===== src/hw/rtl/cwpc_pkg.sv =====
// Package: payload types, constants and state codes for the wheel position controller.
package cwpc_pkg;

    typedef struct packed {
        logic               cmd;
        logic signed [15:0] encoder_delta;
    } t_in_word;

    typedef struct packed {
        logic [1:0] direction;
        logic [9:0] duty;
        logic       settled;
        logic       running;
    } t_out_word;

    localparam int unsigned PwmMax    = 1000;
    localparam int unsigned DeadZone  = 100;
    localparam int unsigned NearBand  = 100;
    localparam int unsigned SettleBand = 40;
    localparam int unsigned IntegWin  = 200;
    localparam int signed   IntegLim  = 5000;

    localparam logic [2:0] REG_TARGET = 3'd0;
    localparam logic [2:0] REG_VLIM   = 3'd1;
    localparam logic [2:0] REG_PKP    = 3'd2;
    localparam logic [2:0] REG_PKI    = 3'd3;
    localparam logic [2:0] REG_PKD    = 3'd4;
    localparam logic [2:0] REG_VKP    = 3'd5;
    localparam logic [2:0] REG_VKI    = 3'd6;
    localparam logic [2:0] REG_VKD    = 3'd7;

    // Multiplier operand width: 32 bit gains times operands up to 48 bits.
    localparam int unsigned MulAW = 32;
    localparam int unsigned MulBW = 56;
    localparam int unsigned MulCW = 6;   // counter over MulBW bits

    typedef enum logic [4:0] {
        S_IDLE,
        S_ERR,
        S_ERR2,
        S_P1, S_P1W,
        S_P2, S_P2W,
        S_P3, S_P3W,
        S_VSET,
        S_V1, S_V1W,
        S_V2, S_V2W,
        S_V3, S_V3W,
        S_ACC,
        S_NEAR, S_NEARW,
        S_DIV, S_DIVW,
        S_OUT,
        S_HOLD
    } t_state;

endpackage


===== src/hw/rtl/cwpc_sermul.sv =====
// Bit-serial signed multiplier: one multiplier bit per cycle, shift-and-add.
module cwpc_sermul (
    input  logic                                  i_clk,
    input  logic                                  i_rst_n,
    input  logic                                  i_start,
    input  logic signed [cwpc_pkg::MulAW-1:0]     i_a,
    input  logic signed [cwpc_pkg::MulBW-1:0]     i_b,
    output logic                                  o_done,
    output logic signed [cwpc_pkg::MulAW+cwpc_pkg::MulBW-1:0] o_p
);
    import cwpc_pkg::*;

    localparam int unsigned PW = MulAW + MulBW;

    logic                 r_busy;
    logic [MulCW-1:0]     r_cnt;
    logic [MulBW-1:0]     r_b;
    logic signed [PW-1:0] r_a;
    logic signed [PW-1:0] r_p;

    // Multiplier bits taken LSB first; the top bit carries negative weight.
    always_ff @(posedge i_clk) begin
        if (!i_rst_n) begin
            r_busy <= 1'b0;
            o_done <= 1'b0;
        end else begin
            o_done <= 1'b0;
            if (i_start) begin
                r_busy <= 1'b1;
                r_cnt  <= '0;
                r_b    <= i_b;
                r_a    <= PW'(i_a);
                r_p    <= '0;
            end else if (r_busy) begin
                if (r_b[0]) begin
                    if (r_cnt == MulCW'(MulBW - 1)) r_p <= r_p - r_a;
                    else                            r_p <= r_p + r_a;
                end
                r_b <= r_b >> 1;
                r_a <= r_a <<< 1;
                r_cnt <= r_cnt + 1'b1;
                if (r_cnt == MulCW'(MulBW - 1)) begin
                    r_busy <= 1'b0;
                    o_done <= 1'b1;
                end
            end
        end
    end

    assign o_p = r_p;
endmodule


===== src/hw/rtl/cwpc_serdiv.sv =====
// Restoring divider by a constant 100: one quotient bit per cycle, sign restored after.
module cwpc_serdiv (
    input  logic                i_clk,
    input  logic                i_rst_n,
    input  logic                i_start,
    input  logic signed [63:0]  i_num,
    output logic                o_done,
    output logic signed [63:0]  o_quo
);
    import cwpc_pkg::*;

    logic        r_busy;
    logic        r_neg;
    logic [5:0]  r_cnt;
    logic [63:0] r_q;
    logic [7:0]  r_rem;
    logic [8:0]  w_trial;

    assign w_trial = {r_rem, r_q[63]};

    always_ff @(posedge i_clk) begin
        if (!i_rst_n) begin
            r_busy <= 1'b0;
            o_done <= 1'b0;
        end else begin
            o_done <= 1'b0;
            if (i_start) begin
                r_busy <= 1'b1;
                r_neg  <= i_num[63];
                r_q    <= i_num[63] ? 64'(-i_num) : 64'(i_num);
                r_rem  <= '0;
                r_cnt  <= '0;
            end else if (r_busy) begin
                // shift one dividend bit in, subtract when it fits
                if (w_trial >= 9'(NearBand)) begin
                    r_rem <= 8'(w_trial - 9'(NearBand));
                    r_q   <= {r_q[62:0], 1'b1};
                end else begin
                    r_rem <= w_trial[7:0];
                    r_q   <= {r_q[62:0], 1'b0};
                end
                r_cnt <= r_cnt + 1'b1;
                if (r_cnt == 6'd63) begin
                    r_busy <= 1'b0;
                    o_done <= 1'b1;
                end
            end
        end
    end

    assign o_quo = r_neg ? -$signed(r_q) : $signed(r_q);
endmodule


===== src/hw/rtl/cascaded_wheel_position_controller_top.sv =====
// Top level: cascaded position/velocity PID controller for one wheel.
// Usage: write the target and gains over the APB port while idle, send a start
// word (cmd=1) to clear the count and arm, then one tick word per control period.
// A start word or a tick while disarmed produces no output word. An armed tick
// produces one output word. Six gain products run on one bit-serial
// shift-and-add multiplier, each with its start and handoff. When the error
// is under 100 counts, the near-target scale adds one more product and a
// serial divide by 100. Six more steps make up the rest: S_ERR, S_ERR2,
// S_VSET, S_ACC, S_OUT and S_HOLD. The next input word is taken once the
// block is idle again. A finished output word waits in the output register,
// and the block holds its next result until that word has been handed off.
module cascaded_wheel_position_controller_top (
    input  logic                 i_clk,
    input  logic                 i_rst_n,
    input  logic                 i_valid,
    output logic                 o_stall,
    input  cwpc_pkg::t_in_word   i_data,
    output logic                 o_valid,
    input  logic                 i_stall,
    output cwpc_pkg::t_out_word  o_data,
    input  logic                 psel,
    input  logic                 penable,
    input  logic                 pwrite,
    input  logic [4:0]           paddr,
    input  logic [31:0]          pwdata,
    output logic [31:0]          prdata,
    output logic                 pready
);
    import cwpc_pkg::*;

    // configuration registers
    logic signed [31:0] r_target, r_pkp, r_pki, r_pkd, r_vkp, r_vki, r_vkd;
    logic [15:0]        r_vlim;

    // controller state
    logic signed [31:0] r_count, r_plast, r_vlast, r_vprev;
    logic signed [13:0] r_integ;
    logic signed [47:0] r_acc;
    logic               r_armed;

    // working registers
    t_state             r_state, n_state;
    logic signed [15:0] r_delta;
    logic signed [31:0] r_err;
    logic [31:0]        r_aerr;
    logic signed [63:0] r_sum;
    logic signed [33:0] r_bias;
    logic signed [63:0] r_drive;
    t_out_word          r_out;
    logic               r_ovalid;

    logic               w_wr;
    logic [2:0]         w_idx;
    assign pready = 1'b1;
    assign w_wr   = psel && penable && pwrite;
    assign w_idx  = paddr[4:2];

    always_ff @(posedge i_clk) begin
        if (!i_rst_n) begin
            r_target <= '0;
            r_vlim   <= '0;
            r_pkp    <= 32'sd22793;
            r_pki    <= 32'sd97;
            r_pkd    <= 32'sd19005;
            r_vkp    <= -32'sd26214;
            r_vki    <= -32'sd2802;
            r_vkd    <= 32'sd13107;
        end else if (w_wr) begin
            unique case (w_idx)
                REG_TARGET: r_target <= pwdata;
                REG_VLIM:   r_vlim   <= pwdata[15:0];
                REG_PKP:    r_pkp    <= pwdata;
                REG_PKI:    r_pki    <= pwdata;
                REG_PKD:    r_pkd    <= pwdata;
                REG_VKP:    r_vkp    <= pwdata;
                REG_VKI:    r_vki    <= pwdata;
                REG_VKD:    r_vkd    <= pwdata;
                default:    ;
            endcase
        end
    end

    always_comb begin
        unique case (w_idx)
            REG_TARGET: prdata = r_target;
            REG_VLIM:   prdata = {16'd0, r_vlim};
            REG_PKP:    prdata = r_pkp;
            REG_PKI:    prdata = r_pki;
            REG_PKD:    prdata = r_pkd;
            REG_VKP:    prdata = r_vkp;
            REG_VKI:    prdata = r_vki;
            REG_VKD:    prdata = r_vkd;
            default:    prdata = '0;
        endcase
    end

    // shared serial multiplier
    logic                          w_mstart, w_mdone;
    logic signed [MulAW-1:0]       w_ma;
    logic signed [MulBW-1:0]       w_mb;
    logic signed [MulAW+MulBW-1:0] w_mp;
    logic signed [63:0]            w_q;   // product / 65536 toward zero

    cwpc_sermul u_mul (
        .i_clk, .i_rst_n, .i_start(w_mstart), .i_a(w_ma), .i_b(w_mb),
        .o_done(w_mdone), .o_p(w_mp)
    );

    // truncate toward zero: add 65535 before shifting when negative
    logic signed [MulAW+MulBW-1:0] w_padj;
    assign w_padj = w_mp + (w_mp[MulAW+MulBW-1] ? (MulAW+MulBW)'(65535)
                                                : (MulAW+MulBW)'(0));
    assign w_q    = 64'(w_padj >>> 16);

    logic               w_dstart, w_ddone;
    logic signed [63:0] w_dq;
    cwpc_serdiv u_div (
        .i_clk, .i_rst_n, .i_start(w_dstart), .i_num(r_drive),
        .o_done(w_ddone), .o_quo(w_dq)
    );

    // load the output register once it is free or being handed off this cycle
    logic w_load;
    assign w_load  = (r_state == S_HOLD) && !(r_ovalid && i_stall);

    assign o_stall = (r_state != S_IDLE);
    assign o_valid = r_ovalid;
    assign o_data  = r_out;

    logic w_take;
    assign w_take = i_valid && !o_stall;

    // wide combinational helpers for the sums, limits and magnitude
    logic signed [33:0] w_cnt_sum, w_err_full;
    logic signed [15:0] w_integ_sum;
    logic signed [63:0] w_vset_lo, w_vset_hi;
    logic signed [63:0] w_acc_sum;
    logic signed [63:0] w_mag;

    assign w_cnt_sum   = 34'(r_count) + 34'(r_delta);
    assign w_err_full  = 34'(r_target) - 34'(r_count);
    assign w_integ_sum = 16'(r_integ) + 16'(r_err);
    assign w_vset_hi   = 64'($signed({1'b0, r_vlim}));
    assign w_vset_lo   = -w_vset_hi;
    assign w_acc_sum   = 64'(r_acc) + r_sum;
    assign w_mag       = r_drive[63] ? -r_drive : r_drive;

    // mult operand select per state
    always_comb begin
        w_ma = r_pkp;
        w_mb = 56'(r_err);
        unique case (r_state)
            S_P2, S_P2W: begin w_ma = r_pki; w_mb = 56'(r_integ); end
            S_P3, S_P3W: begin w_ma = r_pkd; w_mb = 56'(34'(r_err) - 34'(r_plast)); end
            S_V1, S_V1W: begin w_ma = r_vkp; w_mb = 56'(r_bias - 34'(r_vlast)); end
            S_V2, S_V2W: begin w_ma = r_vki; w_mb = 56'(r_bias); end
            S_V3, S_V3W: begin
                w_ma = r_vkd;
                w_mb = 56'(r_bias - (34'(r_vlast) <<< 1) + 34'(r_vprev));
            end
            S_NEAR, S_NEARW: begin w_ma = $signed(r_aerr); w_mb = 56'(r_acc); end
            default: ;
        endcase
    end

    always_comb begin
        n_state = r_state;
        unique case (r_state)
            S_IDLE:  n_state = (w_take && !i_data.cmd && r_armed) ? S_ERR : S_IDLE;
            S_ERR:   n_state = S_ERR2;
            S_ERR2:  n_state = S_P1;
            S_P1:    n_state = S_P1W;
            S_P1W:   if (w_mdone) n_state = S_P2;
            S_P2:    n_state = S_P2W;
            S_P2W:   if (w_mdone) n_state = S_P3;
            S_P3:    n_state = S_P3W;
            S_P3W:   if (w_mdone) n_state = S_VSET;
            S_VSET:  n_state = S_V1;
            S_V1:    n_state = S_V1W;
            S_V1W:   if (w_mdone) n_state = S_V2;
            S_V2:    n_state = S_V2W;
            S_V2W:   if (w_mdone) n_state = S_V3;
            S_V3:    n_state = S_V3W;
            S_V3W:   if (w_mdone) n_state = S_ACC;
            S_ACC:   n_state = (r_aerr < 32'(NearBand)) ? S_NEAR : S_OUT;
            S_NEAR:  n_state = S_NEARW;
            S_NEARW: if (w_mdone) n_state = S_DIV;
            S_DIV:   n_state = S_DIVW;
            S_DIVW:  if (w_ddone) n_state = S_OUT;
            S_OUT:   n_state = S_HOLD;
            S_HOLD:  n_state = w_load ? S_IDLE : S_HOLD;
            default: n_state = S_IDLE;
        endcase
    end

    assign w_mstart = (r_state == S_P1) || (r_state == S_P2) || (r_state == S_P3) ||
                      (r_state == S_V1) || (r_state == S_V2) || (r_state == S_V3) ||
                      (r_state == S_NEAR);
    assign w_dstart = (r_state == S_DIV);

    // output register: raise on a new result, drop once the word is taken
    always_ff @(posedge i_clk) begin
        if (!i_rst_n) begin
            r_ovalid <= 1'b0;
        end else if (w_load) begin
            r_ovalid <= 1'b1;
        end else if (!i_stall) begin
            r_ovalid <= 1'b0;
        end
    end

    always_ff @(posedge i_clk) begin
        if (!i_rst_n) begin
            r_state  <= S_IDLE;
            r_armed  <= 1'b0;
            r_count  <= '0;
            r_plast  <= '0;
            r_integ  <= '0;
            r_vlast  <= '0;
            r_vprev  <= '0;
            r_acc    <= '0;
        end else begin
            r_state <= n_state;
            unique case (r_state)
                S_IDLE: if (w_take) begin
                    if (i_data.cmd) begin
                        r_count <= '0;
                        r_armed <= 1'b1;
                    end
                    r_delta <= i_data.encoder_delta;
                end
                S_ERR: begin
                    // saturate the running count
                    if (w_cnt_sum > 34'sh0_7FFF_FFFF)       r_count <= 32'h7FFF_FFFF;
                    else if (w_cnt_sum < -34'sh0_8000_0000) r_count <= 32'h8000_0000;
                    else                                     r_count <= w_cnt_sum[31:0];
                end
                S_ERR2: begin
                    logic signed [31:0] e;
                    if (w_err_full > 34'sh0_7FFF_FFFF)       e = 32'h7FFF_FFFF;
                    else if (w_err_full < -34'sh0_8000_0000) e = 32'h8000_0000;
                    else                                     e = w_err_full[31:0];
                    r_err  <= e;
                    r_aerr <= e[31] ? 32'(-e) : 32'(e);
                end
                S_P1: begin
                    // integral window, then clamp; a large error clamps by its sign
                    if (r_aerr < 32'(IntegWin)) r_integ <= '0;
                    else if (r_err > 32'sd10000 ||
                             (r_err >= -32'sd10000 && w_integ_sum > 16'sd5000))
                        r_integ <= 14'(IntegLim);
                    else if (r_err < -32'sd10000 || w_integ_sum < -16'sd5000)
                        r_integ <= 14'(-IntegLim);
                    else r_integ <= w_integ_sum[13:0];
                end
                S_P1W: if (w_mdone) r_sum <= w_q;
                S_P2W: if (w_mdone) r_sum <= r_sum + w_q;
                S_P3W: if (w_mdone) r_sum <= r_sum + w_q;
                S_VSET: begin
                    logic signed [63:0] v;
                    r_plast <= r_err;
                    if (r_sum > w_vset_hi)      v = w_vset_hi;
                    else if (r_sum < w_vset_lo) v = w_vset_lo;
                    else                        v = r_sum;
                    r_bias <= 34'(v) - 34'(r_delta);
                end
                S_V1W: if (w_mdone) r_sum <= w_q;
                S_V2W: if (w_mdone) r_sum <= r_sum + w_q;
                S_V3W: if (w_mdone) r_sum <= r_sum + w_q;
                S_ACC: begin
                    if (w_acc_sum > 64'sh0000_7FFF_FFFF_FFFF)
                        r_acc <= 48'h7FFF_FFFF_FFFF;
                    else if (w_acc_sum < -64'sh0000_8000_0000_0000)
                        r_acc <= 48'h8000_0000_0000;
                    else r_acc <= w_acc_sum[47:0];
                    r_vprev <= r_vlast;
                    r_vlast <= r_bias[31:0];
                end
                S_NEAR: r_drive <= 64'(r_acc);
                S_NEARW: if (w_mdone) r_drive <= 64'(w_mp);
                S_DIVW: if (w_ddone) r_drive <= w_dq;
                S_OUT: begin
                    logic signed [63:0] d;
                    d = (r_aerr < 32'(NearBand)) ? r_drive : 64'(r_acc);
                    if (r_aerr < 32'(SettleBand)) d = '0;
                    r_drive <= d;
                end
                S_HOLD: if (w_load) begin
                    r_out.settled   <= (r_aerr < 32'(SettleBand));
                    r_out.running   <= !(r_aerr < 32'(SettleBand));
                    if (r_aerr < 32'(SettleBand)) r_armed <= 1'b0;
                    if (r_drive == '0) begin
                        r_out.direction <= 2'd0;
                        r_out.duty      <= '0;
                    end else begin
                        r_out.direction <= r_drive[63] ? 2'd2 : 2'd1;
                        if (w_mag < 64'(DeadZone))    r_out.duty <= 10'(DeadZone);
                        else if (w_mag > 64'(PwmMax)) r_out.duty <= 10'(PwmMax);
                        else                          r_out.duty <= w_mag[9:0];
                    end
                end
                default: ;
            endcase
        end
    end
endmodule


===== config.mk =====
export PLATFORM = sky130hd
export DESIGN_NAME = cascaded_wheel_position_controller_top
export DESIGN_NICKNAME = d
export VERILOG_FILES = /design/src/hw/rtl/cwpc_pkg.sv /design/src/hw/rtl/cwpc_sermul.sv /design/src/hw/rtl/cwpc_serdiv.sv /design/src/hw/rtl/cascaded_wheel_position_controller_top.sv
export SDC_FILE = /design/constraint.sdc
export NUM_CORES = 2
export LEC_CHECK = 0
export BUFFER_PORTS_ARGS = -buffer_cell sky130_fd_sc_hd__buf_2
export CAP_MARGIN = 20
export CELL_PAD_IN_SITES_DETAIL_PLACEMENT = 0
export CELL_PAD_IN_SITES_GLOBAL_PLACEMENT = 1
export CORE_MARGIN = 1
export CORE_UTILIZATION = 54
export CTS_CLUSTER_DIAMETER = 40
export DETAILED_ROUTE_END_ITERATION = 16
export GPL_ROUTABILITY_DRIVEN = 0
export GPL_TIMING_DRIVEN = 0
export MAX_ROUTING_LAYER = met4
export PLACE_DENSITY_LB_ADDON = 0.1
export SLEW_MARGIN = 25
export SYNTH_ARGS = -nofsm -noshare
export SYNTH_HDL_FRONTEND = slang
export SYNTH_SLANG_ARGS = --single-unit

===== constraint.sdc =====
create_clock -name i_clk -period 21.5 [get_ports i_clk]
set_clock_uncertainty 0.1 [all_clocks]
set_input_delay 2.15 -clock i_clk [delete_from_list [all_inputs] [get_ports i_clk]]
set_output_delay 2.15 -clock i_clk [all_outputs]
set_load 0.02 [all_outputs]

# Word-level counts from Yosys, hierarchy flattened
# Index checks and enable logic that the tools add are counted.
# totals
in_bits	61
output_inout_bits	49
word_cells	272
register_bits	1014
# op_classes
n_reduce_logical	64
n_eq_ne	47
n_addsub	20
muxes	77
order_cmp	19
bitwise_logic	3
# ops
cell	n
2-to-1 mux 64 bit	10
2-to-1 mux 88 bit	5
one-hot mux 56 bit (6 select lines)	1
2-to-1 mux 32 bit	8
one-hot mux 32 bit (8 select lines)	1
one-hot mux 64 bit (4 select lines)	1
one-hot mux 32 bit (6 select lines)	1
2-to-1 mux 34 bit	4
negator 64 bit	2
one-hot mux 64 bit (2 select lines)	1
one-hot mux 5 bit (23 select lines)	1
2-to-1 mux 56 bit	2
2-to-1 mux 48 bit	2
adder 88 bit	1
subtractor 88 bit	1
adder 80 x 17 -> 80 bit	1
greater-than comparator 33 x 32 -> 1 bit (second input constant)	2
less-than comparator 33 x 32 -> 1 bit (second input constant)	2
subtractor 32 x 32 -> 33 bit	2
adder 48 x 64 -> 64 bit	1
adder 64 bit	1
greater-than comparator 64 x 10 -> 1 bit (second input constant)	1
greater-than comparator 64 x 17 -> 1 bit	1
greater-than comparator 64 x 48 -> 1 bit (second input constant)	1
other kinds (65)	177

# Depth between registers and ports, before layout
# depth
word_depth	9
mapped_depth	41
ltp_nobuf	38

# Cells and area by module
# Synthesis repeated with hierarchy kept, for this count alone.
# unflattened
cells_unflattened	9534
area_unflattened_um2	78953.2
# modules_own_cells
mod	area_each_um2	cells_per_inst	seq_area_each_um2	n_inst
cascaded_wheel_position_controller_top	55642.1	7099	16405.7	1
cwpc_sermul	16499.6	1680	7186.9	1
cwpc_serdiv	6811.5	755	2412.3	1

# Least setup slack after synthesis
# No wires, ideal clock.
# synth_path
path_kind	input-to-reg
start	input port i_rst_n
end	register u_mul.r_p[0], in the netlist u_mul.o_p[0], enable pin
required_ns	20.731
setup_slack_ns	11.509
path_buffers	3
path_stages	4
t_arrival_ns	9.222
setup_ns	0.669
path_cell_list	clkbuf_1 clkbuf_1 clkbuf_1 a21boi_0
# synth_via
elab_chain_cells	1
# synth_lines
item	line	rtl
from (decl)	cascaded_wheel_position_controller_top.sv:14	input logic i_rst_n,
AND reduction 3 bit (no line)	n/a	
to (signal assigned)	cwpc_sermul.sv:36	if (r_cnt == MulCW'(MulBW - 1)) r_p <= r_p - r_a;
to (signal assigned)	cwpc_sermul.sv:37	else r_p <= r_p + r_a;
to (decl)	cwpc_sermul.sv:19	logic signed [PW-1:0] r_p;
# Every way passes these cells.
# A chain may end at the register's enable or synchronous reset.

# Worst setup path in the final report
# layout_path
start	register r_vlim[0]
end	register r_bias[25] (data pin)
# layout_via
elab_chain_cells	7
word_cells_on_any_way	8
cone_classes	2 x add/sub; 2 x order compare; 4 x mux
# layout_lines
item	line	rtl
from (decl)	cascaded_wheel_position_controller_top.sv:33	logic [15:0] r_vlim;
from (signal assigned)	cascaded_wheel_position_controller_top.sv:71	REG_VLIM: r_vlim <= pwdata[15:0];
negator 16 -> 64 bit	cascaded_wheel_position_controller_top.sv:144	assign w_vset_lo = -w_vset_hi;
less-than comparator 64 bit	cascaded_wheel_position_controller_top.sv:263	else if (r_sum < w_vset_lo) v = w_vset_lo;
2-to-1 mux 34 bit	cascaded_wheel_position_controller_top.sv:263	
2-to-1 mux 34 bit *	cascaded_wheel_position_controller_top.sv:262	if (r_sum > w_vset_hi) v = w_vset_hi;
2-to-1 mux 34 bit *	cascaded_wheel_position_controller_top.sv:224	unique case (r_state)
2-to-1 mux 34 bit *	cascaded_wheel_position_controller_top.sv:213	if (!i_rst_n) begin
subtractor 34 x 16 -> 34 bit *	cascaded_wheel_position_controller_top.sv:265	r_bias <= 34'(v) - 34'(r_delta);
to (signal assigned)	cascaded_wheel_position_controller_top.sv:265	
to (decl)	cascaded_wheel_position_controller_top.sv:47	logic signed [33:0] r_bias;
# Mark *: on every way between the ends. The rest lies on a longest branch, timed or not. The select of a mux whose other input is x is not followed.

==> reports/metrics.yaml <==
ys_warn_count: 0
clockRootBuffer: "clkbuf_16"
vias: 73481
seq_power_share: 0.285
vdd_drop_max_mv: 0.215
grt_use_total: 0.408
postCtsHoldBufs: 0
postSynthCellCount: 9079
numCtsBuffers: 176
drive_gt1_frac: 0.0638
die_width_um: 377
power.density_nw_per_um2: 100
cts_buffer_depth: 3
setup_tns_ns: 0
hold_viol_final: 0
finalInstanceArea_um2: 85800
outcome: "finished clean"
antenna_found_initial: 11
synth_fp_nets: 9712
drc: 0
worstSkewPairLatency_ns: 0.85
cts_sinks: 1013
slowest_stage: "o21ai_0"
min_from: "r_vprev[12]"
cp-start-kind: "register"
worst_pin_slew_ns: 1.22
grt_max_degree: 53
synthFlopType: "edfxtp_1"
max_cap_violations: 0
slew-limit-headroom: 0.184
whs_ns: 0.359
cts_setup_buffers: 0
area_growth_pct: 13.1
dpl.cell_count: 11075
dp_slack_ns: 10.53
max_stage_delay_ns: 0.69
ys_ff_latch: 1013
ys_seq_area_frac: 0.343
netlist_area_um2: 75800
antenna_left: 0
hold_end: "r_vprev[12]"
cts_resized: 0
fin_cells: 11419
max_freq_mhz: 87.9
synth_compound_area_frac: 0.242
first_iter_violations: 9431
reg2reg_slack_ns: 10.13
worst_hold_path.num_cells: 2
grt_pass1_wl_um: 424000
place_area_um2: 79300
synth_mux_area_frac: 0.0104
worstHoldPathType: "reg2reg"
die_h_um: 377
cp-end-kind: "register"
synth_edf_count: 572
synth_fa_ha_area_frac: 0.0998
synth_top_family_by_area: "compound AO/OA/AOI/OAI gates"
rows: 137
arrival_ns: 11.86
num-fill-cells: 12230
final_util: 0.615
path_max_fanout: 10
yosysUniqueCellTypes: 91
p_clk_frac: 0.355
syn_area_per_cell_um2: 8.35
hpwlAfterDp_um: 225000
slew_viol_final: 0
dieArea_um2: 142000
clkTransAtPathRegs_ns: 0.06
finalCritPeriodShare: 0.529
coreArea_um2: 139000
synthSimpleGateAreaFrac: 0.184
r2r_end: "r_bias[25]"
grt_pass1_vias: 67372
htree_levels: 4
finalPower_mw: 8.57
start_util: 0.544
ios: 110
routed_wl_um: 287000
synth_xor_xnor_area_share: 0.0776
multiInputGateArea_um2: 46700
p_leak_nw: 33.6
p_comb_frac: 0.360
setup_violations: 0
grt_overflow: 0
ys_async_sr_fraction: 0
fin_crit_ns: 11.37
seq_area_um2: 26000
first_pass_iters: 8
required_ns: 21.99
nNetsFinal: 10011
criticalPathCategory: "reg2reg"
cts_tree: "done"
setup_slack_ns: 10.13
rsz0062_at_grt: "no"
reg2reg_depth: 37
reg2reg_from: "r_vlim[0]"
viasPerCell: 6.43
p_int_mw: 5.21
wl_per_cell_um: 25.2
swShare: 0.392
port_buffers: 88
p_switching_mw: 3.36
[sequential cells by signal, indices dropped and copies added, names as in the netlist, 16 cells and up]
signal / cells
r_acc: 48
r_aerr: 31
r_bias: 34
r_count: 32
r_delta: 16
r_drive: 64
r_err: 32
r_pkd: 32
r_pki: 32
r_pkp: 32
r_plast: 32
r_sum: 64
r_target: 32
r_vkd: 32
r_vki: 32
r_vkp: 32
r_vlast: 32
r_vlim: 16
r_vprev: 32
u_div.r_q: 64
u_mul.o_p: 88
u_mul.r_a: 88
u_mul.r_b: 56
[metal layers]
layer  wire length (um)  global-route usage
met5                  0                   -
met4              18100               0.224
met3              33500              0.0857
met2             117000               0.563
met1             119000               0.554
[layout by cell type (no fill, tap or decap), drive strengths merged, types with 97 or more instances in the layout]
cell / Yosys / layout
nand2: 1244 / 1244
edfxtp: 572 / 572
nor2: 733 / 733
nor3: 157 / 157
xnor2: 318 / 318
a22oi: 140 / 140
o21ai: 538 / 538
a221oi: 101 / 101
a21boi: 313 / 313
ha: 530 / 530
a21o: 277 / 277
inv: 427 / 481
clkbuf: 414 / 610
a21oi: 718 / 718
dfxtp: 441 / 441
xor2: 354 / 354
buf: 33 / 154
o21a: 105 / 105
nand2b: 97 / 97
nand3: 256 / 256
nor2b: 101 / 101
[logic make-up after synthesis]
group                    Yosys count
other                              1
XOR/XNOR                         672
AND/OR/NAND/NOR                 3064
flip-flops                      1013
buffers and inverters            877
adder cells (fa/ha/maj)          582
multiplexers                      68
AO/OA/AOI/OAI                   2802
[how the worst max path moves through the flow]
| stage | from | to | slack [ns] | depth (start not counted) |
|---|---|---|---|---|
| global route | r_vlim[0] | r_bias[25] | 9.86 | 37 |
| CTS | r_vlim[0] | r_bias[25] | 10.47 | 37 |
| finish | r_vlim[0] | r_bias[25] | 10.13 | 37 |
| floorplan | i_rst_n | u_mul.o_p[0] | 11.51 | 4 |
| global placement | i_rst_n | u_mul.o_p[73] | 5.99 | 4 |
| detailed placement | r_vlim[0] | r_bias[25] | 10.53 | 37 |
[power by group through the flow]
stage / Clock [mW] / Combinational, mW / Sequential, mW
final: 3.05 / 3.09 / 2.44
after global routing: 3.14 / 3.30 / 2.44
after CTS: 3.05 / 2.95 / 2.43
after detailed placement: 0 / 2.93 / 2.47
after global placement: 0 / 2.87 / 2.48
after floorplan: 0 / 2.01 / 2.42
[cells in the mapped netlist (68+ instances only)]
| master | n | area share |
|---|---|---|
| nor2b_1 | 101 | 0.0083 |
| dfxtp_1 | 441 | 0.12 |
| a21o_1 | 277 | 0.027 |
| ha_1 | 530 | 0.087 |
| o21bai_1 | 72 | 0.0071 |
| inv_1 | 427 | 0.021 |
| a21oi_1 | 718 | 0.047 |
| nand4_1 | 80 | 0.0066 |
| o21a_1 | 105 | 0.010 |
| and3_1 | 68 | 0.0056 |
| a31oi_1 | 76 | 0.0063 |
| a22oi_1 | 140 | 0.014 |
| xnor2_1 | 318 | 0.037 |
| nand2_1 | 1244 | 0.062 |
| nand3_1 | 256 | 0.017 |
| xor2_1 | 354 | 0.041 |
| o21ai_0 | 529 | 0.035 |
| nor2_1 | 733 | 0.036 |
| edfxtp_1 | 572 | 0.23 |
| a21boi_0 | 313 | 0.031 |
| a221oi_1 | 101 | 0.012 |
| nand2b_1 | 97 | 0.0080 |
| clkbuf_1 | 398 | 0.020 |
| o31ai_1 | 76 | 0.0075 |
| or3_1 | 77 | 0.0064 |
| nor3_1 | 156 | 0.010 |
[area by class of cell]
type	instances	area share
Buffer	447	0.0201
Inverter	430	0.0188
Clock buffer	196	0.0539
Timing Repair Buffer	121	0.0113
Tap cell	1876	0.0274
Clock inverter	136	0.0207
Multi-Input combinational cell	7189	0.544
Antenna cell	11	0.000321
Sequential cell	1013	0.303
[worst max-delay path: cells and delay by family (launching register included)]
kind	cells	cell delay (ns)
AO/OA/AOI/OAI	19	5.15
adder cells (fa/ha/maj)	3	1.06
flip-flops	1	0.37
AND/OR/NAND/NOR	9	2.65
XOR/XNOR	2	0.29
buffers and inverters	4	1.47
Note: power is estimated with default switching activity, not from simulation.
